===== src/hw/rtl/wmie_pkg.sv =====
`timescale 1ns / 1ps

package wmie_pkg;

  // ssid storage geometry: two banks of SSID_MAX bytes
  localparam int SSID_MAX   = 32;
  localparam int SSID_IDX_W = $clog2(SSID_MAX);
  localparam int SSID_LEN_W = SSID_IDX_W + 1;
  localparam int SSID_BANKS = 2;
  localparam int RAM_DEPTH  = SSID_BANKS * SSID_MAX;
  localparam int RAM_AW     = $clog2(RAM_DEPTH);

  // frame layout
  localparam logic [7:0] SUBTYPE_MASK    = 8'hF0;
  localparam logic [7:0] SUB_BEACON      = 8'h80;
  localparam logic [7:0] SUB_PROBE_REQ   = 8'h40;
  localparam logic [7:0] SUB_PROBE_RESP  = 8'h50;
  localparam logic [7:0] MCAST_BIT       = 8'h01;
  localparam int         FCS_BYTES       = 4;
  localparam int         ADDR2_FIRST     = 10;
  localparam int         ADDR2_LAST      = 15;
  localparam int         START_PROBE_REQ = 24;
  localparam int         START_DEFAULT   = 36;

  // element ids
  localparam logic [7:0] EID_SSID = 8'h00;
  localparam logic [7:0] EID_DS   = 8'h03;
  localparam logic [7:0] EID_NONE = 8'hFF;

  // one kept frame, waiting to be emitted
  typedef struct packed {
    logic [47:0]           addr;
    logic [7:0]            channel;
    logic [7:0]            rssi;
    logic [SSID_LEN_W-1:0] len;
    logic                  bank;
  } desc_t;

  // back end hands an ssid bank back to the front end
  typedef struct packed {
    logic valid;
    logic bank;
  } bank_rel_t;

  // ssid byte write into the bank memory
  typedef struct packed {
    logic              en;
    logic [RAM_AW-1:0] addr;
    logic [7:0]        data;
  } ssid_wr_t;

endpackage


===== src/hw/rtl/wifi_mgmt_frame_ie_parser.sv =====
`timescale 1ns / 1ps

// Beacon / probe SSID extractor. Frame bytes enter one per clock; the parser
// keeps the frame control byte and address 2, walks the tagged elements and
// writes the winning SSID into one of two 32-byte banks of a small RAM. A
// kept frame leaves a descriptor in a two-entry queue, and the emitter then
// delivers one beat per SSID byte, one per clock while out_ready is high,
// with out_valid first rising once the descriptor has passed the read
// stage and the output register. Input runs at one byte per cycle; it
// stalls only at the start of a frame when both SSID banks still hold
// frames waiting to be emitted, so the sustained rate is set by how fast
// the kept SSIDs are emitted.
module wifi_mgmt_frame_ie_parser #(
  parameter int LENGTH_BITS = 12
) (
  input  logic                               clk,
  input  logic                               rst_n,
  input  logic                               in_valid,
  output logic                               in_ready,
  input  logic [7:0]                         in_frame_byte,
  input  logic [LENGTH_BITS-1:0]             in_frame_length,
  input  logic                               in_is_management,
  input  logic signed [7:0]                  in_rssi,
  input  logic [7:0]                         in_current_channel,
  input  logic                               in_end_of_frame,
  output logic                               out_valid,
  input  logic                               out_ready,
  output logic [47:0]                        out_transmitter_address,
  output logic [7:0]                         out_channel,
  output logic signed [7:0]                  out_frame_rssi,
  output logic [wmie_pkg::SSID_LEN_W-1:0]    out_ssid_length,
  output logic [7:0]                         out_ssid_byte,
  output logic [wmie_pkg::SSID_IDX_W-1:0]    out_byte_index,
  output logic                               out_last_of_run
);

  import wmie_pkg::*;

  ssid_wr_t          ssid_wr;
  logic              push_valid;
  desc_t             push_desc;
  bank_rel_t         bank_rel;
  logic              q_valid;
  desc_t             q_desc;
  logic              q_pop;
  logic              rd_en;
  logic [RAM_AW-1:0] rd_addr;
  logic [7:0]        rd_data;

  // parser front end
  wmie_front #(
    .LENGTH_BITS(LENGTH_BITS)
  ) u_front (
    .clk               (clk),
    .rst_n             (rst_n),
    .in_valid          (in_valid),
    .in_ready          (in_ready),
    .in_frame_byte     (in_frame_byte),
    .in_frame_length   (in_frame_length),
    .in_is_management  (in_is_management),
    .in_rssi           (in_rssi),
    .in_current_channel(in_current_channel),
    .in_end_of_frame   (in_end_of_frame),
    .ssid_wr           (ssid_wr),
    .push_valid        (push_valid),
    .push_desc         (push_desc),
    .bank_rel          (bank_rel)
  );

  // ssid banks
  wmie_ram #(
    .WIDTH(8),
    .DEPTH(RAM_DEPTH)
  ) u_ssid_ram (
    .clk    (clk),
    .wr_en  (ssid_wr.en),
    .wr_addr(ssid_wr.addr),
    .wr_data(ssid_wr.data),
    .rd_en  (rd_en),
    .rd_addr(rd_addr),
    .rd_data(rd_data)
  );

  // queue of kept frames
  wmie_desc_fifo u_fifo (
    .clk       (clk),
    .rst_n     (rst_n),
    .push_valid(push_valid),
    .push_desc (push_desc),
    .pop       (q_pop),
    .pop_valid (q_valid),
    .pop_desc  (q_desc)
  );

  // result emitter
  wmie_back u_back (
    .clk                    (clk),
    .rst_n                  (rst_n),
    .desc_valid             (q_valid),
    .desc                   (q_desc),
    .desc_pop               (q_pop),
    .rd_en                  (rd_en),
    .rd_addr                (rd_addr),
    .rd_data                (rd_data),
    .bank_rel               (bank_rel),
    .out_valid              (out_valid),
    .out_ready              (out_ready),
    .out_transmitter_address(out_transmitter_address),
    .out_channel            (out_channel),
    .out_frame_rssi         (out_frame_rssi),
    .out_ssid_length        (out_ssid_length),
    .out_ssid_byte          (out_ssid_byte),
    .out_byte_index         (out_byte_index),
    .out_last_of_run        (out_last_of_run)
  );

endmodule


===== src/hw/rtl/wmie_ram.sv =====
`timescale 1ns / 1ps

module wmie_ram #(
  parameter int WIDTH = 8,
  parameter int DEPTH = 64
) (
  input  logic                     clk,
  input  logic                     wr_en,
  input  logic [$clog2(DEPTH)-1:0] wr_addr,
  input  logic [WIDTH-1:0]         wr_data,
  input  logic                     rd_en,
  input  logic [$clog2(DEPTH)-1:0] rd_addr,
  output logic [WIDTH-1:0]         rd_data
);

  logic [WIDTH-1:0] mem_r [DEPTH];
  logic [WIDTH-1:0] rd_data_r;

  // one write port, one registered read port
  always_ff @(posedge clk) begin
    if (wr_en) begin
      mem_r[wr_addr] <= wr_data;
    end
    if (rd_en) begin
      rd_data_r <= mem_r[rd_addr];
    end
  end

  assign rd_data = rd_data_r;

endmodule


===== src/hw/rtl/wmie_front.sv =====
`timescale 1ns / 1ps

module wmie_front #(
  parameter int LENGTH_BITS = 12
) (
  input  logic                   clk,
  input  logic                   rst_n,
  input  logic                   in_valid,
  output logic                   in_ready,
  input  logic [7:0]             in_frame_byte,
  input  logic [LENGTH_BITS-1:0] in_frame_length,
  input  logic                   in_is_management,
  input  logic signed [7:0]      in_rssi,
  input  logic [7:0]             in_current_channel,
  input  logic                   in_end_of_frame,
  output wmie_pkg::ssid_wr_t     ssid_wr,
  output logic                   push_valid,
  output wmie_pkg::desc_t        push_desc,
  input  wmie_pkg::bank_rel_t    bank_rel
);

  import wmie_pkg::*;

  localparam int LB = LENGTH_BITS;

  typedef enum logic [1:0] {PH_TAG, PH_LEN, PH_BODY, PH_SSID} phase_t;

  logic [LB-1:0]         pos_r, pos_nxt;
  logic [7:0]            fc_r, fc_nxt;
  logic [47:0]           addr_r, addr_nxt;
  phase_t                phase_r, phase_nxt;
  logic [7:0]            eid_r, eid_nxt;
  logic [7:0]            remain_r, remain_nxt;
  logic                  stopped_r, stopped_nxt;
  logic [SSID_LEN_W-1:0] scount_r, scount_nxt;
  logic [7:0]            chan_r, chan_nxt;
  logic                  bank_r, bank_nxt;
  logic [1:0]            busy_r, busy_nxt;

  logic                  acc;
  logic [LB-1:0]         eff_len;
  logic [LB-1:0]         start;
  logic [7:0]            sub;
  logic                  do_parse;
  logic [7:0]            eid_eff;
  logic [7:0]            ssid_off;
  logic                  keep;
  logic                  sub_ok;

  assign in_ready = !busy_r[bank_r];
  assign acc      = in_valid && in_ready;

  // effective length without the fcs
  assign eff_len = (in_frame_length > LB'(FCS_BYTES)) ?
                   (in_frame_length - LB'(FCS_BYTES)) : '0;

  // header capture and element walk
  always_comb begin
    fc_nxt     = (pos_r == '0) ? in_frame_byte : fc_r;
    addr_nxt   = addr_r;
    if (pos_r >= LB'(ADDR2_FIRST) && pos_r <= LB'(ADDR2_LAST)) begin
      addr_nxt = {addr_r[39:0], in_frame_byte};
    end
    sub        = fc_nxt & SUBTYPE_MASK;
    start      = (sub == SUB_PROBE_REQ) ? LB'(START_PROBE_REQ) : LB'(START_DEFAULT);
    do_parse   = !stopped_r && (pos_r < eff_len) && (pos_r >= start);
    phase_nxt  = phase_r;
    eid_nxt    = eid_r;
    remain_nxt = remain_r;
    stopped_nxt = stopped_r;
    scount_nxt = scount_r;
    chan_nxt   = chan_r;
    eid_eff    = (eid_r == EID_DS && in_frame_byte != 8'd1) ? EID_NONE : eid_r;
    ssid_off   = {2'b00, scount_r} - remain_r;
    ssid_wr.en   = 1'b0;
    ssid_wr.addr = {bank_r, ssid_off[SSID_IDX_W-1:0]};
    ssid_wr.data = in_frame_byte;
    if (do_parse) begin
      case (phase_r)
        PH_TAG: begin
          if (({1'b0, pos_r} + (LB+1)'(2)) >= {1'b0, eff_len}) begin
            stopped_nxt = 1'b1;
          end else begin
            eid_nxt   = in_frame_byte;
            phase_nxt = PH_LEN;
          end
        end
        PH_LEN: begin
          if (({2'b00, pos_r} + (LB+2)'(1) + (LB+2)'(in_frame_byte)) >
              {2'b00, eff_len}) begin
            stopped_nxt = 1'b1;
          end else begin
            eid_nxt = eid_eff;
            if (in_frame_byte == 8'd0) begin
              phase_nxt = PH_TAG;
            end else if (eid_eff == EID_SSID && in_frame_byte <= 8'(SSID_MAX)) begin
              scount_nxt = SSID_LEN_W'(in_frame_byte);
              remain_nxt = in_frame_byte;
              phase_nxt  = PH_SSID;
            end else begin
              remain_nxt = in_frame_byte;
              phase_nxt  = PH_BODY;
            end
          end
        end
        PH_BODY: begin
          if (eid_r == EID_DS) begin
            chan_nxt = in_frame_byte;
          end
          remain_nxt = remain_r - 8'd1;
          if (remain_r == 8'd1) begin
            phase_nxt = PH_TAG;
          end
        end
        PH_SSID: begin
          ssid_wr.en = acc;
          remain_nxt = remain_r - 8'd1;
          if (remain_r == 8'd1) begin
            phase_nxt = PH_TAG;
          end
        end
        default: begin
          phase_nxt = PH_TAG;
        end
      endcase
    end
    pos_nxt = (pos_r != '1) ? (pos_r + LB'(1)) : pos_r;
  end

  // frame decision on the last byte
  assign sub_ok = (sub == SUB_BEACON) || (sub == SUB_PROBE_REQ) || (sub == SUB_PROBE_RESP);
  assign keep = in_is_management && (in_frame_length > LB'(FCS_BYTES)) && sub_ok &&
                ((addr_nxt[47:40] & MCAST_BIT) == 8'h00) &&
                (({1'b0, pos_r} + (LB+1)'(1)) >= {1'b0, eff_len}) &&
                (scount_nxt != '0);

  assign push_valid        = acc && in_end_of_frame && keep;
  assign push_desc.addr    = addr_nxt;
  assign push_desc.channel = (chan_nxt != 8'd0) ? chan_nxt : in_current_channel;
  assign push_desc.rssi    = in_rssi;
  assign push_desc.len     = scount_nxt;
  assign push_desc.bank    = bank_r;

  // bank ownership
  always_comb begin
    busy_nxt = busy_r;
    bank_nxt = bank_r;
    if (bank_rel.valid) begin
      busy_nxt[bank_rel.bank] = 1'b0;
    end
    if (push_valid) begin
      busy_nxt[bank_r] = 1'b1;
      bank_nxt         = !bank_r;
    end
  end

  always_ff @(posedge clk) begin
    if (!rst_n) begin
      pos_r     <= '0;
      fc_r      <= '0;
      addr_r    <= '0;
      phase_r   <= PH_TAG;
      eid_r     <= '0;
      remain_r  <= '0;
      stopped_r <= 1'b0;
      scount_r  <= '0;
      chan_r    <= '0;
      bank_r    <= 1'b0;
      busy_r    <= '0;
    end else begin
      busy_r <= busy_nxt;
      bank_r <= bank_nxt;
      if (acc) begin
        if (in_end_of_frame) begin
          pos_r     <= '0;
          fc_r      <= '0;
          addr_r    <= '0;
          phase_r   <= PH_TAG;
          eid_r     <= '0;
          remain_r  <= '0;
          stopped_r <= 1'b0;
          scount_r  <= '0;
          chan_r    <= '0;
        end else begin
          pos_r     <= pos_nxt;
          fc_r      <= fc_nxt;
          addr_r    <= addr_nxt;
          phase_r   <= phase_nxt;
          eid_r     <= eid_nxt;
          remain_r  <= remain_nxt;
          stopped_r <= stopped_nxt;
          scount_r  <= scount_nxt;
          chan_r    <= chan_nxt;
        end
      end
    end
  end

  // the bank being filled is never one still awaiting emission
  a_fill_bank_free: assert property (@(posedge clk) disable iff (!rst_n)
    ssid_wr.en |-> !busy_r[bank_r])
    else $error("ssid write into a busy bank");

endmodule


===== src/hw/rtl/wmie_desc_fifo.sv =====
`timescale 1ns / 1ps

module wmie_desc_fifo (
  input  logic            clk,
  input  logic            rst_n,
  input  logic            push_valid,
  input  wmie_pkg::desc_t push_desc,
  input  logic            pop,
  output logic            pop_valid,
  output wmie_pkg::desc_t pop_desc
);

  import wmie_pkg::*;

  desc_t      mem_r [2];
  logic       wr_ptr_r;
  logic       rd_ptr_r;
  logic [1:0] count_r;

  assign pop_valid = (count_r != 2'd0);
  assign pop_desc  = mem_r[rd_ptr_r];

  // two-entry queue between parser and emitter
  always_ff @(posedge clk) begin
    if (push_valid) begin
      mem_r[wr_ptr_r] <= push_desc;
    end
    if (!rst_n) begin
      wr_ptr_r <= 1'b0;
      rd_ptr_r <= 1'b0;
      count_r  <= 2'd0;
    end else begin
      if (push_valid) begin
        wr_ptr_r <= !wr_ptr_r;
      end
      if (pop) begin
        rd_ptr_r <= !rd_ptr_r;
      end
      count_r <= count_r + {1'b0, push_valid} - {1'b0, pop};
    end
  end

  a_no_overflow: assert property (@(posedge clk) disable iff (!rst_n)
    push_valid |-> (count_r != 2'd2) || pop)
    else $error("descriptor queue overflow");

  a_no_underflow: assert property (@(posedge clk) disable iff (!rst_n)
    pop |-> pop_valid)
    else $error("descriptor queue underflow");

endmodule


===== src/hw/rtl/wmie_back.sv =====
`timescale 1ns / 1ps

module wmie_back (
  input  logic                                clk,
  input  logic                                rst_n,
  input  logic                                desc_valid,
  input  wmie_pkg::desc_t                     desc,
  output logic                                desc_pop,
  output logic                                rd_en,
  output logic [wmie_pkg::RAM_AW-1:0]         rd_addr,
  input  logic [7:0]                          rd_data,
  output wmie_pkg::bank_rel_t                 bank_rel,
  output logic                                out_valid,
  input  logic                                out_ready,
  output logic [47:0]                         out_transmitter_address,
  output logic [7:0]                          out_channel,
  output logic signed [7:0]                   out_frame_rssi,
  output logic [wmie_pkg::SSID_LEN_W-1:0]     out_ssid_length,
  output logic [7:0]                          out_ssid_byte,
  output logic [wmie_pkg::SSID_IDX_W-1:0]     out_byte_index,
  output logic                                out_last_of_run
);

  import wmie_pkg::*;

  logic [SSID_IDX_W-1:0] k_r;
  logic                  issue;
  logic                  is_last;
  logic                  out_free;
  logic                  s1_free;

  logic                  s1_valid_r;
  desc_t                 s1_desc_r;
  logic [SSID_IDX_W-1:0] s1_idx_r;
  logic                  s1_last_r;

  logic                  out_valid_r;
  logic [47:0]           out_addr_r;
  logic [7:0]            out_chan_r;
  logic [7:0]            out_rssi_r;
  logic [SSID_LEN_W-1:0] out_len_r;
  logic [7:0]            out_byte_r;
  logic [SSID_IDX_W-1:0] out_idx_r;
  logic                  out_last_r;

  // flow control through read stage and output register
  assign out_free = !out_valid_r || out_ready;
  assign s1_free  = !s1_valid_r || out_free;
  assign issue    = desc_valid && s1_free;
  assign is_last  = (({1'b0, k_r} + SSID_LEN_W'(1)) == desc.len);

  assign rd_en          = issue;
  assign rd_addr        = {desc.bank, k_r};
  assign desc_pop       = issue && is_last;
  assign bank_rel.valid = issue && is_last;
  assign bank_rel.bank  = desc.bank;

  // byte counter walks the ssid of the head descriptor
  always_ff @(posedge clk) begin
    if (!rst_n) begin
      k_r <= '0;
    end else if (issue) begin
      k_r <= is_last ? '0 : (k_r + SSID_IDX_W'(1));
    end
  end

  // read stage: ram data lands next to its metadata
  always_ff @(posedge clk) begin
    if (issue) begin
      s1_desc_r <= desc;
      s1_idx_r  <= k_r;
      s1_last_r <= is_last;
    end
    if (!rst_n) begin
      s1_valid_r <= 1'b0;
    end else if (s1_free) begin
      s1_valid_r <= issue;
    end
  end

  // output register
  always_ff @(posedge clk) begin
    if (s1_valid_r && out_free) begin
      out_addr_r <= s1_desc_r.addr;
      out_chan_r <= s1_desc_r.channel;
      out_rssi_r <= s1_desc_r.rssi;
      out_len_r  <= s1_desc_r.len;
      out_byte_r <= rd_data;
      out_idx_r  <= s1_idx_r;
      out_last_r <= s1_last_r;
    end
    if (!rst_n) begin
      out_valid_r <= 1'b0;
    end else if (out_free) begin
      out_valid_r <= s1_valid_r;
    end
  end

  assign out_valid               = out_valid_r;
  assign out_transmitter_address = out_addr_r;
  assign out_channel             = out_chan_r;
  assign out_frame_rssi          = $signed(out_rssi_r);
  assign out_ssid_length         = out_len_r;
  assign out_ssid_byte           = out_byte_r;
  assign out_byte_index          = out_idx_r;
  assign out_last_of_run         = out_last_r;

  a_last_matches_len: assert property (@(posedge clk) disable iff (!rst_n)
    out_valid_r && out_last_r |-> ({1'b0, out_idx_r} + SSID_LEN_W'(1)) == out_len_r)
    else $error("last beat of run does not match ssid length");

  a_idx_in_run: assert property (@(posedge clk) disable iff (!rst_n)
    out_valid_r |-> {1'b0, out_idx_r} < out_len_r)
    else $error("byte index beyond ssid length");

endmodule


===== config.mk =====
export PLATFORM = sky130hd
export DESIGN_NAME = wifi_mgmt_frame_ie_parser
export DESIGN_NICKNAME = d
export VERILOG_FILES = /design/src/hw/rtl/wmie_pkg.sv /design/src/hw/rtl/wifi_mgmt_frame_ie_parser.sv /design/src/hw/rtl/wmie_ram.sv /design/src/hw/rtl/wmie_front.sv /design/src/hw/rtl/wmie_desc_fifo.sv /design/src/hw/rtl/wmie_back.sv
export SDC_FILE = /design/constraint.sdc
export NUM_CORES = 1
export LEC_CHECK = 0
export BUFFER_PORTS_ARGS = -buffer_cell sky130_fd_sc_hd__buf_2
export CORE_MARGIN = 10
export CORE_UTILIZATION = 45
export CTS_CLUSTER_DIAMETER = 120
export CTS_CLUSTER_SIZE = 14
export DETAILED_ROUTE_END_ITERATION = 6
export GPL_TIMING_DRIVEN = 0
export PLACE_DENSITY = 0.61
export SLEW_MARGIN = 20
export SYNTH_ARGS = -nofsm -noshare
export SYNTH_HDL_FRONTEND = slang
export SYNTH_SLANG_ARGS = --single-unit

===== constraint.sdc =====
create_clock -name clk -period 17.5 [get_ports clk]
set_input_delay 3.5 -clock clk [delete_from_list [all_inputs] [get_ports clk]]
set_output_delay 3.5 -clock clk [all_outputs]
set_load 0.1 [all_outputs]

# --- Yosys cells after proc, flatten, opt, wreduce, memory -nomap -nowiden ---
# Memories as Yosys holds them, arrays and structs flattened. A register that Yosys moved wholly into a read port is not among the register bits.
# Index checks and enable logic that the tools add are counted.
word_totals:
  out_inout_bits: 86
  rom_bits: 0
  elab_cells: 184
  input_bits: 42
  mem_bits_rw: 654
  n_memories: 2
  register_bits: 271
  latchBits: 0
op_classes:
  div_mod_pow: 0
  multipliers: 0
  n_lt_le_gt_ge: 13
  eq_ne: 17
  n_mux: 60
  bitwise: 3
  n_addsub: 12
  reduce_logical: 47
  n_shift: 0
mem_list:
  columns: ["name", "words", "width", "read_ports", "rd_ports_with_merged_regs", "wr", "line_no", "text"]
  rows:
  - ["u_ssid_ram.mem_r", 64, 8, 1, 1, 1, "wmie_ram.sv:16", "logic [WIDTH-1:0] mem_r [DEPTH];"]
  - ["u_fifo.mem_r", 2, 71, 1, 1, 1, "wmie_desc_fifo.sv:15", "desc_t mem_r [2];"]
op_table:
  columns: ["cell", "count"]
  rows:
  - ["$mux W8", 16]
  - ["$mux W48", 2]
  - ["$mux W6", 7]
  - ["$mux W12", 3]
  - ["$pmux W8 S2", 2]
  - ["$add A12 B1 Y13 const B", 2]
  - ["$ge A13 B12 Y1", 2]
  - ["$logic_not A8 Y1", 3]
  - ["$reduce_and A5 Y1", 4]
  - ["$logic_and A1 B1 Y1", 18]
  - ["$mux W1", 17]
  - ["$mux W2", 8]
  - ["$add A14 B8 Y14", 1]
  - ["$gt A14 B12 Y1", 1]
  - ["$add A12 B2 Y13 const B", 1]
  - ["$add A12 B1 Y12 const B", 1]
  - ["$ge A12 B12 Y1", 1]
  - ["$ge A12 B4 Y1 const B", 1]
  - ["$gt A12 B3 Y1 const B", 1]
  - ["$le A12 B4 Y1 const B", 1]
  - ["$logic_not A12 Y1", 1]
  - ["$lt A12 B12 Y1", 1]
  - ["$ne A12 B12 Y1 const B", 1]
  - ["$sub A12 B3 Y12 const B", 1]
  - ["36 further kinds", 56]

# --- Longest topological paths before layout ---
logic_depth:
  ltp_word: 15
  mapped_depth: 26
  ltp_nobuf: 25

# --- By module ---
# A second synthesis with hierarchy kept.
unflattened:
  cells_unflattened: 2319
  area_unflattened_um2: 38762.2
by_module_without_submodules:
  columns: ["module", "n_inst", "cells_per_inst", "seq_area_each_um2", "area_each_um2"]
  rows:
  - ["wmie_ram", 1, 940, 15615.0, 20246.9]
  - ["wmie_front", 1, 911, 2001.9, 7500.9]
  - ["wmie_desc_fifo", 1, 241, 4364.2, 5699.2]
  - ["wmie_back", 1, 227, 4944.7, 5315.1]

# --- Least setup slack after synthesis ---
# OpenSTA, ideal clock, no wires.
synth_path:
  kind: "input-to-reg"
  start: "in in_frame_length[6]"
  end: "mem u_fifo.mem_r[0][0] (netlist name) (enable)"
  required_time_ns: 16.999
  n_path_buf: 2
  setup_slack_ns: 7.547
  arrival_time_ns: 9.452
  setup_time_ns: 0.501
  path_stages: 15
  cell_sequence: "or4_1 -> nor4_1 -> nand2_1 -> clkbuf_1 -> nand2_1 -> ha_1 -> a21oi_1 -> a21boi_0 -> o31a_1 -> o41ai_1 -> and2_1 -> buf_6 -> and3_4 -> o211ai_4 -> nor2_1"
synth_via:
  elab_chain_len: 11
  word_cells_on_any_way: 20
  classes_between: "add/sub (1); order compare (4); mux (6); reduce/logical (9)"
synth_rtl:
  columns: ["element", "line_no", "text"]
  rows:
  - ["start, declared", "wifi_mgmt_frame_ie_parser.sv:21", "input logic [LENGTH_BITS-1:0] in_frame_length,"]
  - ["$sub A12 B3 Y12 or $gt A12 B3 Y1 (tied branches)", "wmie_front.sv:55, wmie_front.sv:54, wmie_front.sv:132", null]
  - ["$mux W12", "wmie_front.sv:54", "assign eff_len = (in_frame_length > LB'(FCS_BYTES)) ?"]
  - ["$gt A14 B12 Y1 or $lt A12 B12 Y1 (tied branches)", "wmie_front.sv:89, wmie_front.sv:66", null]
  - ["$mux W6 or $logic_and A1 B1 Y1 (tied branches)", "wmie_front.sv:89, wmie_front.sv:66", null]
  - ["$mux W6 or $logic_and A1 B1 Y1 (tied branches)", "wmie_front.sv:79, wmie_front.sv:66", null]
  - ["$mux W6", "wmie_front.sv:78", "if (do_parse) begin"]
  - ["$reduce_bool A6 Y1", "wmie_front.sv:135", "(scount_nxt != '0);"]
  - ["$logic_and A1 B1 Y1 *", "wmie_front.sv:134", "(({1'b0, pos_r} + (LB+1)'(1)) >= {1'b0, eff_len}) &&"]
  - ["$logic_and A1 B1 Y1 *", "wmie_front.sv:137", "assign push_valid = acc && in_end_of_frame && keep;"]
  - ["$mux W1 *", "wmie_desc_fifo.sv:25", "if (push_valid) begin"]
  - ["$mux W1 (implied by the code) *", "wmie_desc_fifo.sv:26", "mem_r[wr_ptr_r] <= push_desc;"]
  - ["end, declared", "wmie_desc_fifo.sv:15", null]
# Mark *: on every way between the ends. The rest lies on a longest branch, timed or not.

# --- Worst setup path in the final report ---
layout_path:
  start: "in in_frame_byte[2]"
  end: "mem u_fifo.mem_r[1][53] (netlist name) (enable)"
layout_via:
  elab_chain_len: 15
  word_cells_on_any_way: 19
  classes_between: "add/sub (1); order compare (2); eq/ne (1); mux (8); reduce/logical (7)"
layout_rtl:
  columns: ["element", "line_no", "text"]
  rows:
  - ["start, declared", "wifi_mgmt_frame_ie_parser.sv:20", "input logic [7:0] in_frame_byte,"]
  - ["parallel branches: the longest is 7 deep, another holds $add A14 B8 Y14", null, null]
  - ["$mux W6 *", "wmie_front.sv:89", "if (({2'b00, pos_r} + (LB+2)'(1) + (LB+2)'(in_frame_byte)) >"]
  - ["$mux W6 *", "wmie_front.sv:79", "case (phase_r)"]
  - ["$mux W6 *", "wmie_front.sv:78", null]
  - ["$reduce_bool A6 Y1 *", "wmie_front.sv:135", null]
  - ["$logic_and A1 B1 Y1 *", "wmie_front.sv:134", null]
  - ["$logic_and A1 B1 Y1 *", "wmie_front.sv:137", null]
  - ["$mux W1 *", "wmie_desc_fifo.sv:25", null]
  - ["$mux W1 (implied by the code) *", "wmie_desc_fifo.sv:26", null]
# Every way passes the cells marked *.

==> impl_metrics.csv <==
group,metric,value,unit
critical_path,cp-start-kind,"input port",
die,fp.dieH,310.1,µm
route,vias_per_cell,5.757,
synthesis,ys.flop_type,"edfxtp_1",
synthesis,ys_ff_latch,934,
cts,cts_buffer_depth,3,
grt,grt_max_degree,69,
cts,clk_pin_slew,0.07,ns
cts,ctsHoldBuffers,0,
cts,post_cts_buffers,0,
status,outcome,"completed",
flow_run,max-cap-violations,0,
synthesis,synth_nets,2290,
route,wirelength,86500,µm
critical_path,endpoint_kind,"flop",
sta,final.setup_skew,0.05215,ns
power,total_power,4.104,mW
synthesis,synth_edf_count,822,
cts,root_buffer,"clkbuf_16",
cts,h-tree-depth,3,
finish,num-fill-cells,6744,
die,top_level_ports,128,
route,vias,20240,
critical_path,path_max_fanout,66,
min_path,min_path_type,"reg2reg",
cts,numCtsBuffers,77,
critical_path,worstSetupPathType,"in2reg",
grt,grt_overflow,0,
sta,slew_headroom,0.2556,
sta,max_freq,0.1126,GHz
die,core-area,83560,µm²
die,die_area,96170,µm²
finish,drive_gt1_frac,0.2352,
grt,grtUsageTotal,0.1791,
die,initial_utilization,0.4533,
synthesis,synth_cell_type_count,71,
sta,fin_crit_sh,0.5074,
sta,fin_setup_tns,0,ns
sta,rsz0062_at_grt,"no",
synthesis,yosysWarnings,0,
route,ant_nets,0,
sta,finalSetupViolCount,0,
sta,worstMarginPinSlew,1.102,ns
power,power_density,96.54,nW/µm²
finish,nets,2510,
synthesis,async_reset_ff_frac,0,
synthesis,avgSynthCellArea,17.45,µm²
place,gp_congestion,0.8677,
cts,clk_latency,0.64,ns
sta,whs,0.3896,ns
route,dr.pass1.iters,5,
synthesis,netlist_area,37880,µm²
synthesis,synthCells,2171,
sta,slew_viol_final,0,
finish,final_core_util,0.5088,
cts,cts_resized,0,
finish,n_antenna_cell,0,
finish,layout_commonest_cell,"edfxtp_1",
die,die_w,310.1,µm
cts,cts.sinks,934,
route,drc,0,
grt,grt_pass1_wl,129400,µm
power,leakagePower,13.06,nW
critical_path,reg2reg_slack,10.50,ns
sta,period_minus_slack,8.880,ns
grt,antenna_found_initial,2,
route,wl_per_cell,24.60,µm
critical_path,worstPathRequired,17.84,ns
grt,first_global_vias,20570,
place,io_buffers,126,
finish,final_cell_mix,"822 x edfxtp_1, 195 x nor2_1, 168 x mux4_2",
die,rows,106,
critical_path,worstPathArrival,9.22,ns
synthesis,yosysSeqAreaShare,0.7109,
power,vdd_drop_max,0.08312,mV
cts,cts_tree,"done",
route,initialDrtViolationCount,1787,
sta,hold_violations,0,
finish,area_growth,12.24,%
place,dp.final_hpwl,58630,µm
-- cells in the mapped netlist, types with 11 or more instances --
| master | count | area, µm² |
|---|---|---|
| a21oi_1 | 50 | 250.2 |
| a22oi_1 | 66 | 495.5 |
| buf_1 | 11 | 41.29 |
| buf_2 | 23 | 115.1 |
| clkbuf_1 | 69 | 259.0 |
| dfxtp_1 | 112 | 2242 |
| edfxtp_1 | 822 | 24680 |
| ha_1 | 75 | 938.4 |
| inv_1 | 42 | 157.7 |
| mux2_2 | 123 | 1385 |
| mux2i_1 | 16 | 160.2 |
| mux4_2 | 168 | 3784 |
| nand2_1 | 73 | 274.0 |
| nand3_1 | 26 | 130.1 |
| nand4_1 | 18 | 112.6 |
| nor2_1 | 197 | 739.5 |
| nor3_1 | 12 | 60.06 |
| nor4_1 | 14 | 87.58 |
| o21ai_0 | 31 | 155.2 |
| xnor2_1 | 36 | 315.3 |
| xor2_1 | 24 | 210.2 |
-- through the flow --
step | cells | area, µm² | setup WS, ns
after floorplan | 2171 | 37880 | 7.547
after global placement | 3377 | 39860 | 3.418
after detailed placement | 3392 | 40270 | 8.001
after CTS | 3516 | 42510 | 8.681
after global routing | 3516 | 42510 | 8.323
final | 3516 | 42510 | 8.620
-- sequential cells by signal, indices dropped and copies added (netlist names), 4 cells and up, named ones only --
| signal | count |
|---|---|
| u_ssid_ram.mem_r | 512 |
| u_fifo.mem_r | 142 |
| u_back.s1_desc_r | 70 |
| u_back.out_transmitter_address | 48 |
| u_front.addr_r | 48 |
| u_front.pos_r | 12 |
| u_back.out_channel | 8 |
| u_back.out_frame_rssi | 8 |
| u_back.out_ssid_byte | 8 |
| u_front.chan_r | 8 |
| u_front.eid_r | 8 |
| u_front.remain_r | 8 |
| u_ssid_ram.rd_data | 8 |
| u_back.out_ssid_length | 6 |
| u_front.scount_r | 6 |
| u_back.k_r | 5 |
| u_back.out_byte_index | 5 |
| u_back.s1_idx_r | 5 |
| u_front.fc_r | 4 |
-- power by group --
group / internal, mW / switching (mW)
logic: 0.0236 / 0.0697
registers: 2.41 / 0.00126
clock network: 0.828 / 0.773
total: 3.26 / 0.844
-- area by class of cell --
class                   count  area, µm²  area share
repair buffers            141       1013     0.02384
multi-input cells        1083      10340      0.2432
clock inverters             9      168.9    0.003973
flip-flops and latches    934      26930      0.6334
clock buffers             115       2069     0.04868
plain buffers             110      479.2     0.01127
well taps                1080       1351     0.03179
inverters                  44      165.2    0.003885
-- critical path, cell delays in order --
cell and delay [ns]:
buf_4 0.58, ha_1 0.39, nor2b_1 0.16, o31a_1 0.28
o41ai_1 0.90, nor2_1 0.16, xor2_1 0.20, ha_1 0.31
o21ai_0 0.15, a31oi_1 0.08, o41ai_1 0.68, and2_1 0.25
buf_6 0.13, and3_4 0.21, o211ai_4 0.16, nor2_4 0.56
buf_12 0.27, buf_16 0.19
-- kinds of logic after synthesis --
group           synth area share
mux                       0.1407
simple gates             0.04991
buf+inv                  0.01701
xor+xnor                 0.01387
flops                     0.7109
compound gates           0.04179
fa+ha+maj                0.02583
-- path summary, 6_finish.rpt --
| check | from | endpoint | cells after the start |
|---|---|---|---|
| worst max register to register | u_front.pos_r[1] | u_fifo.mem_r[1][53] | 21 |
| worst max-delay path | in_frame_byte[2] | u_fifo.mem_r[1][53] | 18 |
| worst min register to register | u_back.s1_desc_r[59] | u_back.out_transmitter_address[36] | 0 |
| worst min-delay path | u_back.s1_desc_r[59] | u_back.out_transmitter_address[36] | 0 |
-- layer usage --
metal | vias up | global-route usage | wire [µm] | part of all wire
li1 | 9001 | - | - | -
met3 | 144 | 0.03976 | 6815 | 0.079
met5 | - | 0 | 27 | 0.00031
met1 | 10370 | 0.2488 | 37040 | 0.43
met4 | 4 | 0.04909 | 1999 | 0.023
met2 | 723 | 0.2831 | 40620 | 0.47
Power figures use the tool's default switching activity.
